[src/rtl/core/crau_pkg.sv]
// Shared types and constants for the contiguous run allocator.
`default_nettype none
package crau_pkg;

   localparam int unsigned CRAU_CLUSTERS = 4096;
   localparam int unsigned ADDR_W        = 12;
   localparam int unsigned RUN_LEN_W     = 13;
   localparam int unsigned CNT_W         = 13;
   localparam int unsigned START_W       = 12;
   localparam logic [CNT_W-1:0] CNT_RESET = 13'd4096;

   localparam logic [1:0] CMD_RESERVE = 2'd0;
   localparam logic [1:0] CMD_RELEASE = 2'd1;
   localparam logic [1:0] CMD_MARK    = 2'd2;

   typedef struct packed {
      logic [1:0]           cmd;
      logic [ADDR_W-1:0]    cluster_addr;
      logic [RUN_LEN_W-1:0] run_length;
      logic                 mark_free;
   } req_type;

   typedef struct packed {
      logic               ok;
      logic [START_W-1:0] first_cluster;
   } rsp_type;

   typedef struct packed {
      logic rd_en;
      logic used_we;
      logic used_wd;
      logic rsv_we;
      logic rsv_wd;
   } map_ctl_type;

   typedef struct packed {
      logic               valid;
      logic               ok;
      logic [START_W-1:0] start;
      logic               clearing;
   } fin_type;

   typedef enum logic [2:0] {
      ST_CLEAR,
      ST_IDLE,
      ST_SCAN,
      ST_FILL,
      ST_DONE
   } seq_state_type;

   typedef enum logic [1:0] {
      FILL_RSV_SET,
      FILL_RSV_CLR,
      FILL_USED_SET,
      FILL_USED_CLR
   } fill_mode_type;

endpackage
`default_nettype wire

[src/rtl/core/crau_seq.sv]
// Command sequencer: clearing pass, next-fit scan and range writes over the map.
`default_nettype none
module crau_seq #(
   parameter int unsigned CLUSTERS = crau_pkg::CRAU_CLUSTERS
) (
   input  wire logic                          clock,
   input  wire logic                          reset,
   input  wire logic                          req_valid,
   output      logic                          req_ready,
   input  wire crau_pkg::req_type             req_payload,
   input  wire logic [crau_pkg::CNT_W-1:0]    cluster_count,
   input  wire logic                          fin_take,
   output      crau_pkg::fin_type             fin,
   output      crau_pkg::map_ctl_type         map_ctl,
   output      logic [$clog2(CLUSTERS)-1:0]   map_addr,
   input  wire logic                          used_q,
   input  wire logic                          rsv_q
);
   import crau_pkg::*;

   localparam int unsigned CW = $clog2(CLUSTERS + 1);
   localparam int unsigned AW = $clog2(CLUSTERS);
   localparam int unsigned XW = ((CW > RUN_LEN_W) ? CW : RUN_LEN_W) + 1;

   seq_state_type state_ff, state_in;
   fill_mode_type fill_mode_ff, fill_mode_in;
   logic [CW-1:0] idx_ff, idx_in;
   logic [CW-1:0] end_ff, end_in;
   logic [CW-1:0] pend_idx_ff, pend_idx_in;
   logic [CW-1:0] run_ff, run_in;
   logic [CW-1:0] len_ff, len_in;
   logic [CW-1:0] ptr_ff, ptr_in;
   logic [CW-1:0] pbase_ff, pbase_in;
   logic          pend_ff, pend_in;
   logic          phase2_ff, phase2_in;
   logic          ok_ff, ok_in;
   logic [START_W-1:0] start_ff, start_in;

   logic [XW-1:0] cc_x, n_x, len_x, addr_x, aend_x, e2_x, end2_x, s_x;
   logic [CW-1:0] n_c, p_eff, run_inc, s_c, sl_c, end2_c;
   logic          accept, rsv_ok, rng_ok, issue, avail, found, scan_over;
   logic          wrap_pending, fill_last, clear_last;

   always_comb begin
      cc_x   = XW'(cluster_count);
      n_x    = (cc_x < XW'(2)) ? XW'(2) : ((cc_x > XW'(CLUSTERS)) ? XW'(CLUSTERS) : cc_x);
      n_c    = n_x[CW-1:0];
      len_x  = XW'(req_payload.run_length);
      addr_x = XW'(req_payload.cluster_addr);
      aend_x = addr_x + len_x;
      accept = req_valid && req_ready;
      rsv_ok = (len_x != '0) && (len_x <= n_x);
      rng_ok = aend_x <= n_x;
      p_eff  = (XW'(ptr_ff) >= n_x) ? '0 : ptr_ff;

      issue     = (state_ff == ST_SCAN) && (idx_ff < end_ff);
      avail     = !used_q && !rsv_q;
      run_inc   = run_ff + CW'(1);
      found     = (state_ff == ST_SCAN) && pend_ff && avail && (run_inc == len_ff);
      s_c       = pend_idx_ff + CW'(1) - len_ff;
      s_x       = XW'(s_c);
      sl_c      = s_c + len_ff;
      scan_over = (state_ff == ST_SCAN) && !pend_ff && !issue;
      wrap_pending = !phase2_ff && (pbase_ff != '0);

      // second pass may run over the pointer but starts strictly below it
      e2_x   = XW'(pbase_ff) + XW'(len_ff) - XW'(1);
      end2_x = (e2_x > n_x) ? n_x : e2_x;
      end2_c = end2_x[CW-1:0];

      fill_last  = (idx_ff + CW'(1)) == end_ff;
      clear_last = idx_ff == CW'(CLUSTERS - 1);
   end

   // next state
   always_comb begin
      state_in = state_ff;
      case (state_ff)
         ST_CLEAR: begin
            if (clear_last) state_in = ST_IDLE;
         end
         ST_IDLE: begin
            if (accept) begin
               if (req_payload.cmd == CMD_RESERVE) begin
                  state_in = rsv_ok ? ST_SCAN : ST_DONE;
               end else if (req_payload.cmd == CMD_RELEASE || req_payload.cmd == CMD_MARK) begin
                  state_in = (rng_ok && len_x != '0) ? ST_FILL : ST_DONE;
               end else begin
                  state_in = ST_DONE;
               end
            end
         end
         ST_SCAN: begin
            if (found) begin
               state_in = ST_FILL;
            end else if (scan_over && !wrap_pending) begin
               state_in = ST_DONE;
            end
         end
         ST_FILL: begin
            if (fill_last) state_in = ST_DONE;
         end
         ST_DONE: begin
            if (fin_take) state_in = ST_IDLE;
         end
         default: state_in = ST_IDLE;
      endcase
   end

   // datapath next values
   always_comb begin
      idx_in       = idx_ff;
      end_in       = end_ff;
      pend_idx_in  = pend_idx_ff;
      run_in       = run_ff;
      len_in       = len_ff;
      ptr_in       = ptr_ff;
      pbase_in     = pbase_ff;
      pend_in      = 1'b0;
      phase2_in    = phase2_ff;
      ok_in        = ok_ff;
      start_in     = start_ff;
      fill_mode_in = fill_mode_ff;
      case (state_ff)
         ST_CLEAR: begin
            idx_in = idx_ff + CW'(1);
         end
         ST_IDLE: begin
            if (accept) begin
               len_in    = len_x[CW-1:0];
               run_in    = '0;
               phase2_in = 1'b0;
               ok_in     = 1'b0;
               start_in  = '0;
               if (req_payload.cmd == CMD_RESERVE) begin
                  idx_in   = p_eff;
                  end_in   = n_c;
                  pbase_in = p_eff;
               end else if (req_payload.cmd == CMD_RELEASE || req_payload.cmd == CMD_MARK) begin
                  ok_in  = rng_ok;
                  idx_in = addr_x[CW-1:0];
                  end_in = aend_x[CW-1:0];
                  if (req_payload.cmd == CMD_RELEASE) begin
                     fill_mode_in = FILL_RSV_CLR;
                  end else if (req_payload.mark_free) begin
                     fill_mode_in = FILL_USED_CLR;
                  end else begin
                     fill_mode_in = FILL_USED_SET;
                  end
               end
            end
         end
         ST_SCAN: begin
            pend_in = issue;
            if (issue) begin
               pend_idx_in = idx_ff;
               idx_in      = idx_ff + CW'(1);
            end
            if (pend_ff) begin
               run_in = avail ? run_inc : '0;
            end
            if (found) begin
               pend_in      = 1'b0;
               idx_in       = s_c;
               end_in       = sl_c;
               ok_in        = 1'b1;
               start_in     = s_x[START_W-1:0];
               ptr_in       = (sl_c == n_c) ? '0 : sl_c;
               fill_mode_in = FILL_RSV_SET;
            end else if (scan_over && wrap_pending) begin
               phase2_in = 1'b1;
               idx_in    = '0;
               end_in    = end2_c;
               run_in    = '0;
            end
         end
         ST_FILL: begin
            idx_in = idx_ff + CW'(1);
         end
         ST_DONE: begin
         end
         default: begin
         end
      endcase
   end

   // outputs
   always_comb begin
      map_ctl        = '0;
      map_addr       = idx_ff[AW-1:0];
      req_ready      = 1'b0;
      fin.valid      = 1'b0;
      fin.ok         = ok_ff;
      fin.start      = start_ff;
      fin.clearing   = 1'b0;
      case (state_ff)
         ST_CLEAR: begin
            map_ctl.used_we = 1'b1;
            map_ctl.rsv_we  = 1'b1;
            fin.clearing    = 1'b1;
         end
         ST_IDLE: begin
            req_ready = 1'b1;
         end
         ST_SCAN: begin
            map_ctl.rd_en = issue;
         end
         ST_FILL: begin
            case (fill_mode_ff)
               FILL_RSV_SET: begin
                  map_ctl.rsv_we = 1'b1;
                  map_ctl.rsv_wd = 1'b1;
               end
               FILL_RSV_CLR: begin
                  map_ctl.rsv_we = 1'b1;
               end
               FILL_USED_SET: begin
                  map_ctl.used_we = 1'b1;
                  map_ctl.used_wd = 1'b1;
               end
               FILL_USED_CLR: begin
                  map_ctl.used_we = 1'b1;
               end
               default: begin
               end
            endcase
         end
         ST_DONE: begin
            fin.valid = 1'b1;
         end
         default: begin
         end
      endcase
   end

   always_ff @(posedge clock) begin
      if (reset) begin
         state_ff  <= ST_CLEAR;
         idx_ff    <= '0;
         ptr_ff    <= '0;
         pend_ff   <= 1'b0;
         phase2_ff <= 1'b0;
      end else begin
         state_ff  <= state_in;
         idx_ff    <= idx_in;
         ptr_ff    <= ptr_in;
         pend_ff   <= pend_in;
         phase2_ff <= phase2_in;
      end
   end

   always_ff @(posedge clock) begin
      end_ff       <= end_in;
      pend_idx_ff  <= pend_idx_in;
      run_ff       <= run_in;
      len_ff       <= len_in;
      pbase_ff     <= pbase_in;
      ok_ff        <= ok_in;
      start_ff     <= start_in;
      fill_mode_ff <= fill_mode_in;
   end

endmodule
`default_nettype wire

[config.mk]
export PLATFORM = sky130hd
export DESIGN_NAME = crau_seq
export DESIGN_NICKNAME = d
export VERILOG_FILES = /design/src/rtl/core/crau_pkg.sv /design/src/rtl/core/crau_seq.sv
export SDC_FILE = /design/constraint.sdc
export NUM_CORES = 1
export LEC_CHECK = 0
export BUFFER_PORTS_ARGS = -buffer_cell sky130_fd_sc_hd__buf_2
export CAP_MARGIN = 10
export CORE_ASPECT_RATIO = 0.9
export CORE_MARGIN = 4
export CORE_UTILIZATION = 45
export DETAILED_ROUTE_END_ITERATION = 8
export SLEW_MARGIN = 20
export SYNTH_ARGS = -nofsm -noshare
export SYNTH_HDL_FRONTEND = slang
export SYNTH_SLANG_ARGS = --single-unit
[constraint.sdc]
create_clock -name clock -period 5.6 [get_ports clock]
set_input_delay 0 -clock clock [delete_from_list [all_inputs] [get_ports clock]]
set_output_delay 0 -clock clock [all_outputs]
set_load 0.005 [all_outputs]
### Word level (Yosys, flattened, before mapping)

Index checks and enable logic that the tools add are counted.

* memories: 0
* word-level logic and storage cells: 164
* memory bits (writable): 0
* ROM bits: 0
* input bits: 47
* output and inout port bits: 33
* bits in latches: 0
* register bits after elaboration: 111

* div/mod/pow operators: 0
* reduce and logical (&&, ||, !) cells: 43
* $lt $le $gt $ge: 7
* add/sub/neg operators: 8
* mux-type cells: 66
* shifts and indexed selects: 0
* bitwise operators: 1
* multipliers: 0
* eq/ne operators: 26

Operators with widths (number)
* $mux 13: 21
* $pmux 13 s2: 2
* $add 13x1->13 const B: 3
* $eq 13x13->1: 3
* $pmux 13 s3: 1
* $mux 3: 10
* $reduce_bool 13->1: 2
* $mux 12: 2
* $pmux 12 s2: 1
* $mux 1: 18
* $ne 2x2->1 const B: 8
* $pmux 3 s5: 1
* $add 12x13->14: 1
* $add 13x13->14: 1
* $gt 14x13->1: 1
* $le 14x13->1: 1
* $reduce_bool 14->1: 1
* $sub 14x1->14 const B: 1
* $add 13x13->13: 1
* $eq 13x12->1 const B: 1
* $ge 13x13->1: 1
* $gt 13x13->1 const B: 1
* $le 13x13->1: 1
* $logic_and 1x1->1: 13
* other kinds (28): 55

### Logic depth before layout (Yosys ltp)

Gate-level depths: netlist of the first run.

* word-level depth: 10
* gate-level depth with buffers: 21
* gate-level depth less buffers: 20

### Worst setup path before layout of the first run

OpenSTA, ideal clock, no wires.

* kind: reg2reg
* start: reg len_ff[1]
* end: reg ptr_ff[0]
* cell stages (with the launch flop): 21
* setup time: 133 ps
* data required time: 5467 ps
* buffers on the path: 2
* setup slack: 909 ps
* data arrival time: 4558 ps
* period minus slack after synthesis: 4691 ps
* cells stage by stage: edfxtp_1 > ha_1 > inv_1 > ha_1 > fa_1 > a21oi_1 > inv_1 > a21oi_1 > xor2_1 > inv_1 > ha_1 > clkbuf_1 > o21ai_0 > o31ai_1 > mux2_2 > and4_1 > o41ai_1 > nand3_1 > o41ai_2 > clkbuf_1 > o21ai_0

* longest elaborated chain between the ends: 4
* elaborated cells between the ends (all ways): 7
* classes of those cells: add/sub (2); eq/ne (2); mux (1); reduce/logical (2)

Ends and longest elaborated chain
* start, declared: RTL line crau_seq.sv:31 `logic [CW-1:0] len_ff, len_in;`
* start signal, assigned: RTL line crau_seq.sv:256 `len_ff <= len_in;`
* $sub 13x13->13: RTL line crau_seq.sv:60 `s_c = pend_idx_ff + CW'(1) - len_ff;`
* via s_c[5]: RTL line crau_seq.sv:40 `logic [CW-1:0] n_c, p_eff, run_inc, s_c, sl_c, end2_c;`
* $add 13x13->13: RTL line crau_seq.sv:62 `sl_c = s_c + len_ff;`
* $eq 13x13->1: RTL line crau_seq.sv:168 `ptr_in = (sl_c == n_c) ? '0 : sl_c;`
* $mux 13: RTL line crau_seq.sv:168
* end signal, assigned: RTL line crau_seq.sv:246 `ptr_ff <= ptr_in;`
* end, declared: RTL line crau_seq.sv:32 `logic [CW-1:0] ptr_ff, ptr_in;`

The timed path passes the listed nets, and every way through them passes these cells.
A chain may end at the register's enable or synchronous reset.

### Worst setup path after layout of the first run

* start: reg len_ff[1]
* end: reg ptr_ff[10]

* longest elaborated chain between the ends: 4
* elaborated cells between the ends (all ways): 7
* classes of those cells: add/sub (2); eq/ne (2); mux (1); reduce/logical (2)

Ends and longest elaborated chain (RTL line)
* $sub 13x13->13 *: crau_seq.sv:60
* via s_c[7]: crau_seq.sv:40
* $add 13x13->13 *: crau_seq.sv:62
* $eq 13x13->1: crau_seq.sv:168
* $mux 13 *: crau_seq.sv:168

Mark *: on every way through the listed nets, which the timed path passes. The rest lies on a longest branch.

==> results of run 1 <==
## worst paths after layout
| check | from | endpoint | slack (ns) | cells after the start |
|---|---|---|---|---|
| hold reg to reg | ptr_ff[0] | ptr_ff[0] | 0.47 | 2 |
| setup / recovery | len_ff[1] | ptr_ff[10] | 0.35 | 19 |
| setup reg to reg | len_ff[1] | ptr_ff[10] | 0.35 | 19 |
| hold / removal | reset | phase2_ff | 0.07 | 2 |
## state kept, by name, indices dropped and copies added (netlist names), 12 cells and up
name	count
run_ff	13
start_ff	12
pend_idx_ff	13
idx_ff	13
ptr_ff	13
len_ff	13
end_ff	13
pbase_ff	13
## power by group through the flow
stage,clock network (mW),registers [mW],logic (mW)
6_report,0.659,0.885,0.342
5_1_grt,0.700,0.885,0.366
4_1_cts,0.659,0.885,0.333
3_5_place_dp,0,0.904,0.324
3_3_place_gp,0,0.904,0.322
2_1_floorplan,0,0.899,0.203
## metrics by stage
| stage | cell area [sq um] | hold WS [ns] | cells |
|---|---|---|---|
| after floorplan | 10940 | 0.09887 | 1253 |
| after global placement | 11550 | 0.2869 | 1593 |
| after detailed placement | 11550 | 0.2826 | 1593 |
| after CTS | 11990 | 0.05539 | 1624 |
| after global routing | 11990 | 0.07215 | 1624 |
| final | 11990 | 0.06595 | 1624 |
## synth_stat cells, types with 8 or more instances
library cell | number | share of area [%]
buf_4 | 19 | 1.3
and3_1 | 11 | 0.63
nor2b_1 | 31 | 1.8
o221ai_1 | 10 | 0.80
clkbuf_1 | 31 | 1.1
nand2_1 | 77 | 2.6
edfxtp_1 | 80 | 22
o21a_1 | 14 | 0.96
nand3_1 | 30 | 1.4
and2_1 | 11 | 0.63
and4_1 | 8 | 0.64
dfxtp_1 | 31 | 5.7
ha_1 | 142 | 16
xnor2_1 | 45 | 3.6
o21ai_0 | 61 | 2.8
nor3_1 | 40 | 1.8
a21oi_1 | 63 | 2.9
o31ai_1 | 10 | 0.69
inv_1 | 115 | 3.9
nor4_1 | 18 | 1.0
xor2_1 | 32 | 2.6
or2_2 | 10 | 0.57
or3_1 | 13 | 0.74
mux2i_1 | 21 | 1.9
nand4_1 | 20 | 1.1
a31oi_1 | 11 | 0.63
nor2_1 | 93 | 3.2
a21o_1 | 21 | 1.4
o211ai_1 | 12 | 0.82
a211oi_1 | 10 | 0.69
## final cells by class
cell class                      count  area [sq um]
Clock inverter                      5         41.29
Clock buffer                       11         254.0
Tap cell                          302         377.9
Timing Repair Buffer              114         695.7
Fill cell                        2255         11680
Multi-Input combinational cell    965          7166
Inverter                          116         435.4
Sequential cell                   111          3023
## routing by layer
layer / up-vias / part of all wire, %
met5: - / 0.029
met4: 2 / 3.9
met3: 76 / 9.3
met2: 456 / 42
met1: 4776 / 45
li1: 4745 / -
## cells by family (layout without fill, tap and decap cells)
group / count (synthesis) / count (layout) / share of synthesized area (%)
and+or+nand+nor: 398 / 398 / 18.91
AOI/OAI and AO/OA: 312 / 312 / 19.74
buffers and inverters: 177 / 246 / 7.008
adders and majority gates: 147 / 147 / 17.06
DFF: 111 / 111 / 27.62
xor gates and xnor gates: 82 / 82 / 7.191
muxes: 26 / 26 / 2.469
==> metrics.txt, run 1 <==
Switching Fraction 28.74%; Clk network pwr share 35.0%; total routed wirelength 38530 um; I/O pin cnt 80; Netlist cell types 85; Tmin final between 5 and 6 ns; setup ws final 0.3530 ns; Post-CTS Setup Bufs 0; Leak Pwr 5.107 nW; Rows 53; core box area ~24000 sq um; unrepaired setup endpoints after global routing no; ratio of cells with drive above 1 in the final layout 10.89%; Highest Clock Rate 190.6 MHz; Syn Area/Cell 8.734 sq um; 1st-pass router iterations 6; number of diodes 0; met2 Usage GRT around two fifths; Area Growth Syn to Fin 9.581%; final slew viol count 0; DP Wirelength about 31000 um; most crowded layer after global routing met2; deepest clock path buffer count 2; fin nets 1510; ANT nets after route 0; clk_skew 0.009815 ns; Worst Path Max Fanout 12; Post-synth ARST share 0%; Mapped Area 10940 sq um; GP Congestion 0.9809; pre-CTS setup slack 0.5139 ns; Synth Register Bits 111; Die Height 155.9 um; Worst setup SP type flop; HP Class in2reg; # setup viols final 0; htree depth 3; DRC 0; worst-skew pair later-pin latency 0.37 ns; worst path cell trace ha_1 -> inv_1 -> ha_1 -> fa_1 -> a21oi_1 -> o211ai_1 -> nor2_1 -> xor2_1 -> inv_1 -> ha_1 -> a21o_1 -> a21oi_1 -> mux2_2 -> and4_1 -> o41ai_1 -> nand3_1 -> o41ai_2 -> buf_4 -> o21ai_0; cell mode on critical path ha_1; slew margin rel. between 30% and 40%; commonest non-fill, non-tap cells in the layout ha_1 (142), inv_1 (115), nor2_1 (93), edfxtp_1 (80), buf_2 (79); Worst Setup Path Type reg2reg; Final Hold Fails 0; Post-CTS Resized 0; period utilization a little over nine tenths; Initial Utilization about 46%; Die Span X 172.4 um; Buf+Inv Stages, Crit Path 3; clock slew at reported path FFs 0.08 ns; CP delay by family, top compound AO/OA/AOI/OAI gates; Cell Pwr Density approximately 160 nW/um^2; register share of total power 46.9%; Peak VDD IR 0.1355 mV; Iter 0 DRT Violations around 1100; TritonCTS clock tree done; status completed; Vias 10060; clk root buf clkbuf_16; Warnings, synthesis 0; first-pass GRT wire length 56990 um; worst endpoint required time 5.82 ns; slowest stage cell, crit path edfxtp_1; vias in the first global route roughly 9300; pin count of the biggest net entering global routing 23; EDFF count, synth 80; Hold-fix buffers, CTS 15; Synth Flop Type edfxtp_1; net load switching power 0.5420 mW; critical path arrival 5.47 ns; logic gate share of total power 18.1%; cts bufs inserted 9; P_int 1.344 mW; Port Buffers 79; setup TNS 0 ns; met1 GRT Util 40.36%; grt met3 use 7.398%; net count after synthesis 1446; Setup crit end kind flop; Avg WL per Cell 23.72 um; Slew @ Worst Pin 1.007 ns; fin util about half; initial antenna violation count 3; total power 1.886 mW; die area 26880 sq um; gr ovfl total 0; clk sink count 111; Max-cap violations 0; via density per instance 6.192; largest stage delay on the critical path ~0.46 ns; Synth Instances roughly 1300; GRT Util Overall 28.42%; commonest non-fill, non-tap cell in the layout ha_1; proportion of synthesized chip area in sequential cells around 28%
Power figures use the tool's default switching activity.
==> run 2: changes to the inputs <==
--- a/config.mk
+++ b/config.mk
@@ -5,12 +5,12 @@
 export SDC_FILE = /design/constraint.sdc
 export NUM_CORES = 1
 export LEC_CHECK = 0
-export BUFFER_PORTS_ARGS = -buffer_cell sky130_fd_sc_hd__buf_2
 export CAP_MARGIN = 10
 export CORE_ASPECT_RATIO = 0.9
 export CORE_MARGIN = 4
 export CORE_UTILIZATION = 45
 export DETAILED_ROUTE_END_ITERATION = 8
+export DONT_BUFFER_PORTS = 1
 export SLEW_MARGIN = 20
 export SYNTH_ARGS = -nofsm -noshare
 export SYNTH_HDL_FRONTEND = slang
==> metrics.txt, run 2 (same netlist as run 1, synthesis figures left out) <==
status completed; commonest non-fill, non-tap cells in the layout ha_1 (142), inv_1 (115), nor2_1 (92), edfxtp_1 (80), nand2_1 (77); ANT nets after route 0 (unchanged); pin count of the biggest net entering global routing 23 (unchanged); ratio of cells with drive above 1 in the final layout 5.267% (-5.6 points); non-filler cells, final 1556 (-4.2%); FF-to-FF setup slack 0.33 ns (-0.02 ns); Die Span X 172.4 um (unchanged); placed inst area 11160 sq um (-3.4%); WHS 0.02127 ns (-0.04469 ns); Worst Path Max Fanout 12 (unchanged); total power 1.841 mW (-2.4%); Die Height 155.9 um (unchanged); worst path cell trace ha_1 -> inv_1 -> ha_1 -> fa_1 -> a21oi_1 -> o211ai_1 -> nor2_1 -> xor2_1 -> inv_1 -> ha_1 -> a21o_1 -> a21o_1 -> o31a_1 -> o31ai_1 -> o21bai_1 -> nand3_1 -> o41ai_2 -> buf_4 -> o21ai_0; Tmin final 5.267 ns (+0.01979 ns); fin nets 1441 (-4.6%); Vias 9832 (-2.2%); worst endpoint required time 5.82 ns (about the same); DP Wirelength 30810 um (-0.98%); worst-skew pair later-pin latency 0.36 ns (about the same); deepest clock path buffer count 2 (unchanged); Peak VDD IR 0.1093 mV (-19%); FF-to-FF Start len_ff[1]; 1st-pass router iterations 6 (unchanged); gr ovfl total 0 (unchanged); unrepaired setup endpoints after global routing no; final slew viol count 0 (unchanged); placed cell count 1515 (-4.9%); Cell Pwr Density 157.4 nW/um^2 (about the same); Port Buffers 0 (-100%); slowest stage cell, crit path o31ai_1; CP endpoint ptr_ff[0]; CP Depth 19 (unchanged); clock slew at reported path FFs 0.07 ns (about the same); fin util 49.42% (-1.2 points); Leak Pwr 4.830 nW (-5.4%); GP Congestion 0.9518 (-3.0%); cell mode on critical path ha_1; Post-CTS Setup Bufs 0 (unchanged); Max-cap violations 0 (unchanged); pre-CTS setup slack 0.4694 ns (-0.04452 ns); net load switching power 0.4865 mW (-10%); slew margin rel. 31.99% (-0.48 points); I/O pin cnt 80 (unchanged); Hold-fix buffers, CTS 24 (+9); Final Hold Fails 0 (unchanged); Area Growth Syn to Fin 6.905%; Worst Setup Path Type reg2reg; Iter 0 DRT Violations 1096 (+1.2%); # setup viols final 0 (unchanged); logic gate share of total power 16.5% (-1.6 points); vias in the first global route 9071 (-2.7%); largest stage delay on the critical path 0.63 ns (+0.17 ns); first-pass GRT wire length 56190 um (-1.4%); Buf+Inv Stages, Crit Path 3 (unchanged); Highest Clock Rate 189.9 MHz (-0.38%); GRT Util Overall 27.92% (-0.50 points); Worst Reg2Reg Path Length in Cells 19 (unchanged); Clk network pwr share 35.4% (+0.4 points); core box area 23670 sq um (unchanged); Slew @ Worst Pin 1.015 ns (+0.007161 ns); Setup crit end kind flop; cts bufs inserted 9 (unchanged); critical path arrival 5.48 ns (about the same); Post-CTS Resized 0 (unchanged); Switching Fraction 26.42% (-2.3 points); final instance area 11700 sq um (-2.4%); setup ws final 0.3332 ns (-0.01979 ns); register share of total power 48.1% (+1.2 points); total routed wirelength 37910 um (-1.6%); clk_skew 0.008969 ns (-0.0008462 ns); CP delay by family, top compound AO/OA/AOI/OAI gates; clk sink count 111 (unchanged); via density per instance 6.319 (+2.1%); Initial Utilization 46.23% (unchanged); Hold Path Stages 3 (+1); Avg WL per Cell 24.36 um (+2.7%); setup TNS 0 ns (unchanged); capturing point of the worst reg2reg path ptr_ff[0]; die area 26880 sq um (unchanged); period utilization 94.05% (+0.35 points); DRC 0 (unchanged); Worst setup SP type flop; TritonCTS clock tree done; clk root buf clkbuf_16; htree depth 3 (unchanged); Rows 53 (unchanged); initial antenna violation count 0 (-3); HP Class in2reg; P_int 1.355 mW (+0.80%); commonest non-fill, non-tap cell in the layout ha_1; crit path from len_ff[1]
run 2: cell count changes in the layout (fill, tap and decap cells not counted):
cell,previous run,this run
clkbuf_8,0,2
clkinv_4,2,0
clkinvlp_4,2,0
dlygate4sd3_1,15,24
buf_2,79,0
clkinv_2,0,2
inv_6,1,0
buf_4,20,21
nor2_2,0,1
nor2_1,93,92
diode_2,0,1
clkinv_1,1,2
run 2: cell type report:
class,count,area (sq um)
diodes,1,2.502
inverters,116,435.4
multi-input cells,965,7168
fillers,2264,11970
clock buffers,13,281.5
flip-flops and latches,111,3023
well taps,302,377.9
clock inverters,3,13.76
repair buffers,45,397.9
run 2: power groups by stage:
| stage | combinational (mW) | sequential, mW | clock, mW |
|---|---|---|---|
| CTS | 0.298 | 0.885 | 0.660 |
| floorplan | 0.203 | 0.899 | 0 |
| global route | 0.332 | 0.885 | 0.691 |
| detailed placement | 0.278 | 0.904 | 0 |
| finish | 0.304 | 0.885 | 0.652 |
| global placement | 0.275 | 0.904 | 0 |
run 2: worst min-delay path by stage:
stage,end,start,slack (ns)
after floorplan,len_ff[0],req_payload[1],0.1
after global placement,state_ff[1],reset,0.08
after detailed placement,state_ff[1],reset,0.08
after CTS,ptr_ff[11],reset,0.007
after global routing,ptr_ff[1],reset,0.04
final,ptr_ff[11],reset,0.02
run 2: layer usage:
| layer | routed length (um) | global-route usage (%) | up-vias |
|---|---|---|---|
| met5 | 0 | 0 | - |
| met4 | 1053 | 7.223 | 0 |
| met3 | 4194 | 6.461 | 57 |
| met2 | 16610 | 43.12 | 536 |
| met1 | 16050 | 39.52 | 4634 |
| li1 | - | - | 4605 |
run 2: worst reg2reg max path: stages (launching register included):
cell      delay [ns]
edfxtp_1        0.46
ha_1            0.31
inv_1           0.04
ha_1            0.23
fa_1            0.41
a21oi_1         0.26
o211ai_1        0.14
nor2_1          0.13
xor2_1          0.23
inv_1           0.14
ha_1            0.38
a21o_1          0.22
a21o_1          0.24
o31a_1          0.32
o31ai_1         0.63
o21bai_1        0.23
nand3_1         0.12
o41ai_2         0.33
buf_4           0.22
o21ai_0         0.10
==> run 3: changes to the inputs <==
--- a/config.mk
+++ b/config.mk
@@ -5,6 +5,7 @@
 export SDC_FILE = /design/constraint.sdc
 export NUM_CORES = 1
 export LEC_CHECK = 0
+export ABC_AREA = 1
 export CAP_MARGIN = 10
 export CORE_ASPECT_RATIO = 0.9
 export CORE_MARGIN = 4
==> metrics.txt, run 3 <==
Post-synth ARST share 0% (unchanged); Cell Pwr Density 328.0 nW/um^2 (+110%); Synth Register Bits 111 (unchanged); Worst Setup Path Type reg2reg; deepest clock path buffer count 2 (unchanged); worst endpoint required time 5.80 ns (-0.02 ns); total power 4.026 mW (+120%); ratio of cells with drive above 1 in the final layout 4.353% (-0.91 points); Final Hold Fails 0 (unchanged); Tmin final 4.784 ns (-0.4825 ns); Synth area leader edfxtp_1; worst-skew pair later-pin latency 0.37 ns (about the same); Clk network pwr share 17.4% (-18 points); Worst setup SP type flop; clock slew at reported path FFs 0.09 ns (+0.02 ns); Synth Flop Type edfxtp_1; final slew viol count 0 (unchanged); Warnings, synthesis 0 (unchanged); Die Span X 177.3 um (+2.8%); gr ovfl total 0 (unchanged); pin count of the biggest net entering global routing 37 (+61%); Worst Path Max Fanout 13 (+1); Highest Clock Rate 209.0 MHz (+10%); Die Height 160.3 um (+2.8%); net count after synthesis 1900 (+31%); Fillers 2580 (+14%); GRT Util Overall 28.72% (+0.80 points); cts bufs inserted 9 (unchanged); Syn Area/Cell 6.798 sq um (-22%); unrepaired setup endpoints after global routing no; DRC 0 (unchanged); initial antenna violation count 0 (unchanged); Rows 55 (+3.8%); core box area 25260 sq um (+6.7%); period utilization 85.43% (-8.6 points); vias in the first global route 10360 (+14%); Synth Instances 1707 (+36%); I/O pin cnt 80 (unchanged); HP Class in2reg; DP Wirelength 33490 um (+8.7%); clk_skew 0.01684 ns (+0.007869 ns); Netlist cell types 50 (-41%); Mapped Area 11600 sq um (+6.0%); 1st-pass router iterations 6 (unchanged); setup TNS 0 ns (unchanged); P_int 2.094 mW (+55%); proportion of synthesized chip area in sequential cells 26.05% (-1.6 points); Setup crit end kind flop; clk sink count 111 (unchanged); net load switching power 1.932 mW (+300%); TritonCTS clock tree done; Iter 0 DRT Violations 1154 (+5.3%); fin nets 1888 (+31%); Vias 11300 (+15%); register share of total power 31.5% (-17 points); clk root buf clkbuf_16; setup ws final 0.8158 ns (+0.4825 ns); top cells by area, synth edfxtp_1 (21%), ha_1 (15%), nand2_1 (14%); Avg WL per Cell 20.18 um (-17%); Peak VDD IR 0.1547 mV (+42%); via density per instance 5.536 (-12%); final instance area 12270 sq um (+4.9%); logic gate share of total power 51.1% (+35 points); htree depth 3 (unchanged); Port Buffers 0 (unchanged); Leak Pwr 6.188 nW (+28%); number of diodes 0 (-1); synth cell count leaders nand2_1 (437), inv_1 (275), nor2_1 (172); commonest non-fill, non-tap cells in the layout nand2_1 (437), inv_1 (276), nor2_1 (171), ha_1 (142), nand3_1 (139); status completed; die area 28430 sq um (+5.7%); first-pass GRT wire length 61800 um (+10%); # setup viols final 0 (unchanged); critical path arrival 4.99 ns (-0.49 ns); Switching Fraction 47.99% (+22 points); pre-CTS setup slack 0.9114 ns (+0.4420 ns); Post-CTS Resized 0 (unchanged); GP Congestion 0.9799 (+3.0%); ANT nets after route 0 (unchanged); Initial Utilization 45.95% (-0.28 points); commonest non-fill, non-tap cell in the layout nand2_1; Synth top area share 20.70% (-1.2 points); slew margin rel. 30.61% (-1.4 points); placed inst area 11790 sq um (+5.6%); Post-CTS Setup Bufs 0 (unchanged); Area Growth Syn to Fin 5.768%; total routed wirelength 41200 um (+8.7%); most common cell in the netlist nand2_1; Slew @ Worst Pin 1.037 ns (+0.02284 ns); EDFF count, synth 80 (unchanged); Max-cap violations 0 (unchanged)
-- run 3: critical path: stages, from the launching register on --
cell	delay (ns)
edfxtp_1	0.45
ha_1	0.30
inv_1	0.04
ha_1	0.22
fa_1	0.44
nand3_1	0.12
nand2_1	0.09
a31oi_1	0.21
nor2_1	0.08
o21ai_0	0.22
nand2_1	0.08
nand2_1	0.06
nand2_1	0.04
inv_1	0.18
ha_1	0.34
nand2_1	0.11
inv_1	0.04
a21oi_1	0.26
nand4_1	0.16
nand2_1	0.15
nand2_1	0.07
nand2_1	0.06
nand2_1	0.05
nor2_1	0.11
nand4_2	0.44
nand3_1	0.21
a21oi_1	0.08
-- run 3: worst paths after layout --
kind,start,end,slack [ns],depth (start not counted)
hold / removal,req_payload[26],fill_mode_ff[0],0.02,3
setup / recovery,len_ff[1],ptr_ff[10],0.82,26
hold reg to reg,ptr_ff[0],ptr_ff[0],0.47,2
setup reg to reg,len_ff[1],ptr_ff[10],0.82,26
-- run 3: metal layers --
metal	GRT usage, %	wire length (um)
met3	6.378	3879
met1	40.67	18290
met5	0	0
met4	9.455	1388
met2	43.54	17650
-- run 3: logic make-up (layout without fill, tap and decap cells) --
logic type	count (synthesis)	after routing	share of synthesized area, %
AOI/OAI and AO/OA	225	225	10.99
DFF	111	111	26.05
xor gates and xnor gates	38	38	2.868
adders and majority gates	146	146	16.00
and+or+nand+nor	859	859	32.47
buffers and inverters	328	321	11.62
-- run 3: stage by stage --
stage | util [%] | hold WS [ns] | cells
floorplan | - | 0.09887 | 1707
global placement | 46.67 | 0.07452 | 2009
detailed placement | 46.67 | 0.07639 | 2009
CTS | 48.59 | 0.008150 | 2042
global route | 48.60 | 0.03400 | 2042
finish | 48.60 | 0.01901 | 2042
-- run 3: area by class of cell --
cell class / count / area [sq um] / area share [%]
Multi-Input combinational cell: 1268 / 7236 / 58.95
Sequential cell: 111 / 3023 / 24.63
Inverter: 282 / 1059 / 8.624
Tap cell: 342 / 427.9 / 3.486
Clock buffer: 13 / 292.8 / 2.385
Timing Repair Buffer: 23 / 215.2 / 1.753
Clock inverter: 3 / 21.27 / 0.1733
-- run 3: power by group through the flow --
stage | combinational [mW] | clock, mW | sequential, mW
3_3_place_gp | 1.99 | 0 | 1.28
3_5_place_dp | 2.00 | 0 | 1.28
4_1_cts | 2.03 | 0.701 | 1.27
5_1_grt | 2.32 | 0.733 | 1.28
2_1_floorplan | 1.55 | 0 | 1.16
6_report | 2.06 | 0.700 | 1.27
-- run 3: what timing repair did --
action | CTS | global route
endpoints found under the hold margin | 32 | 0
hold buffers | 17 | 0
endpoints found under the setup margin | 0 | 0
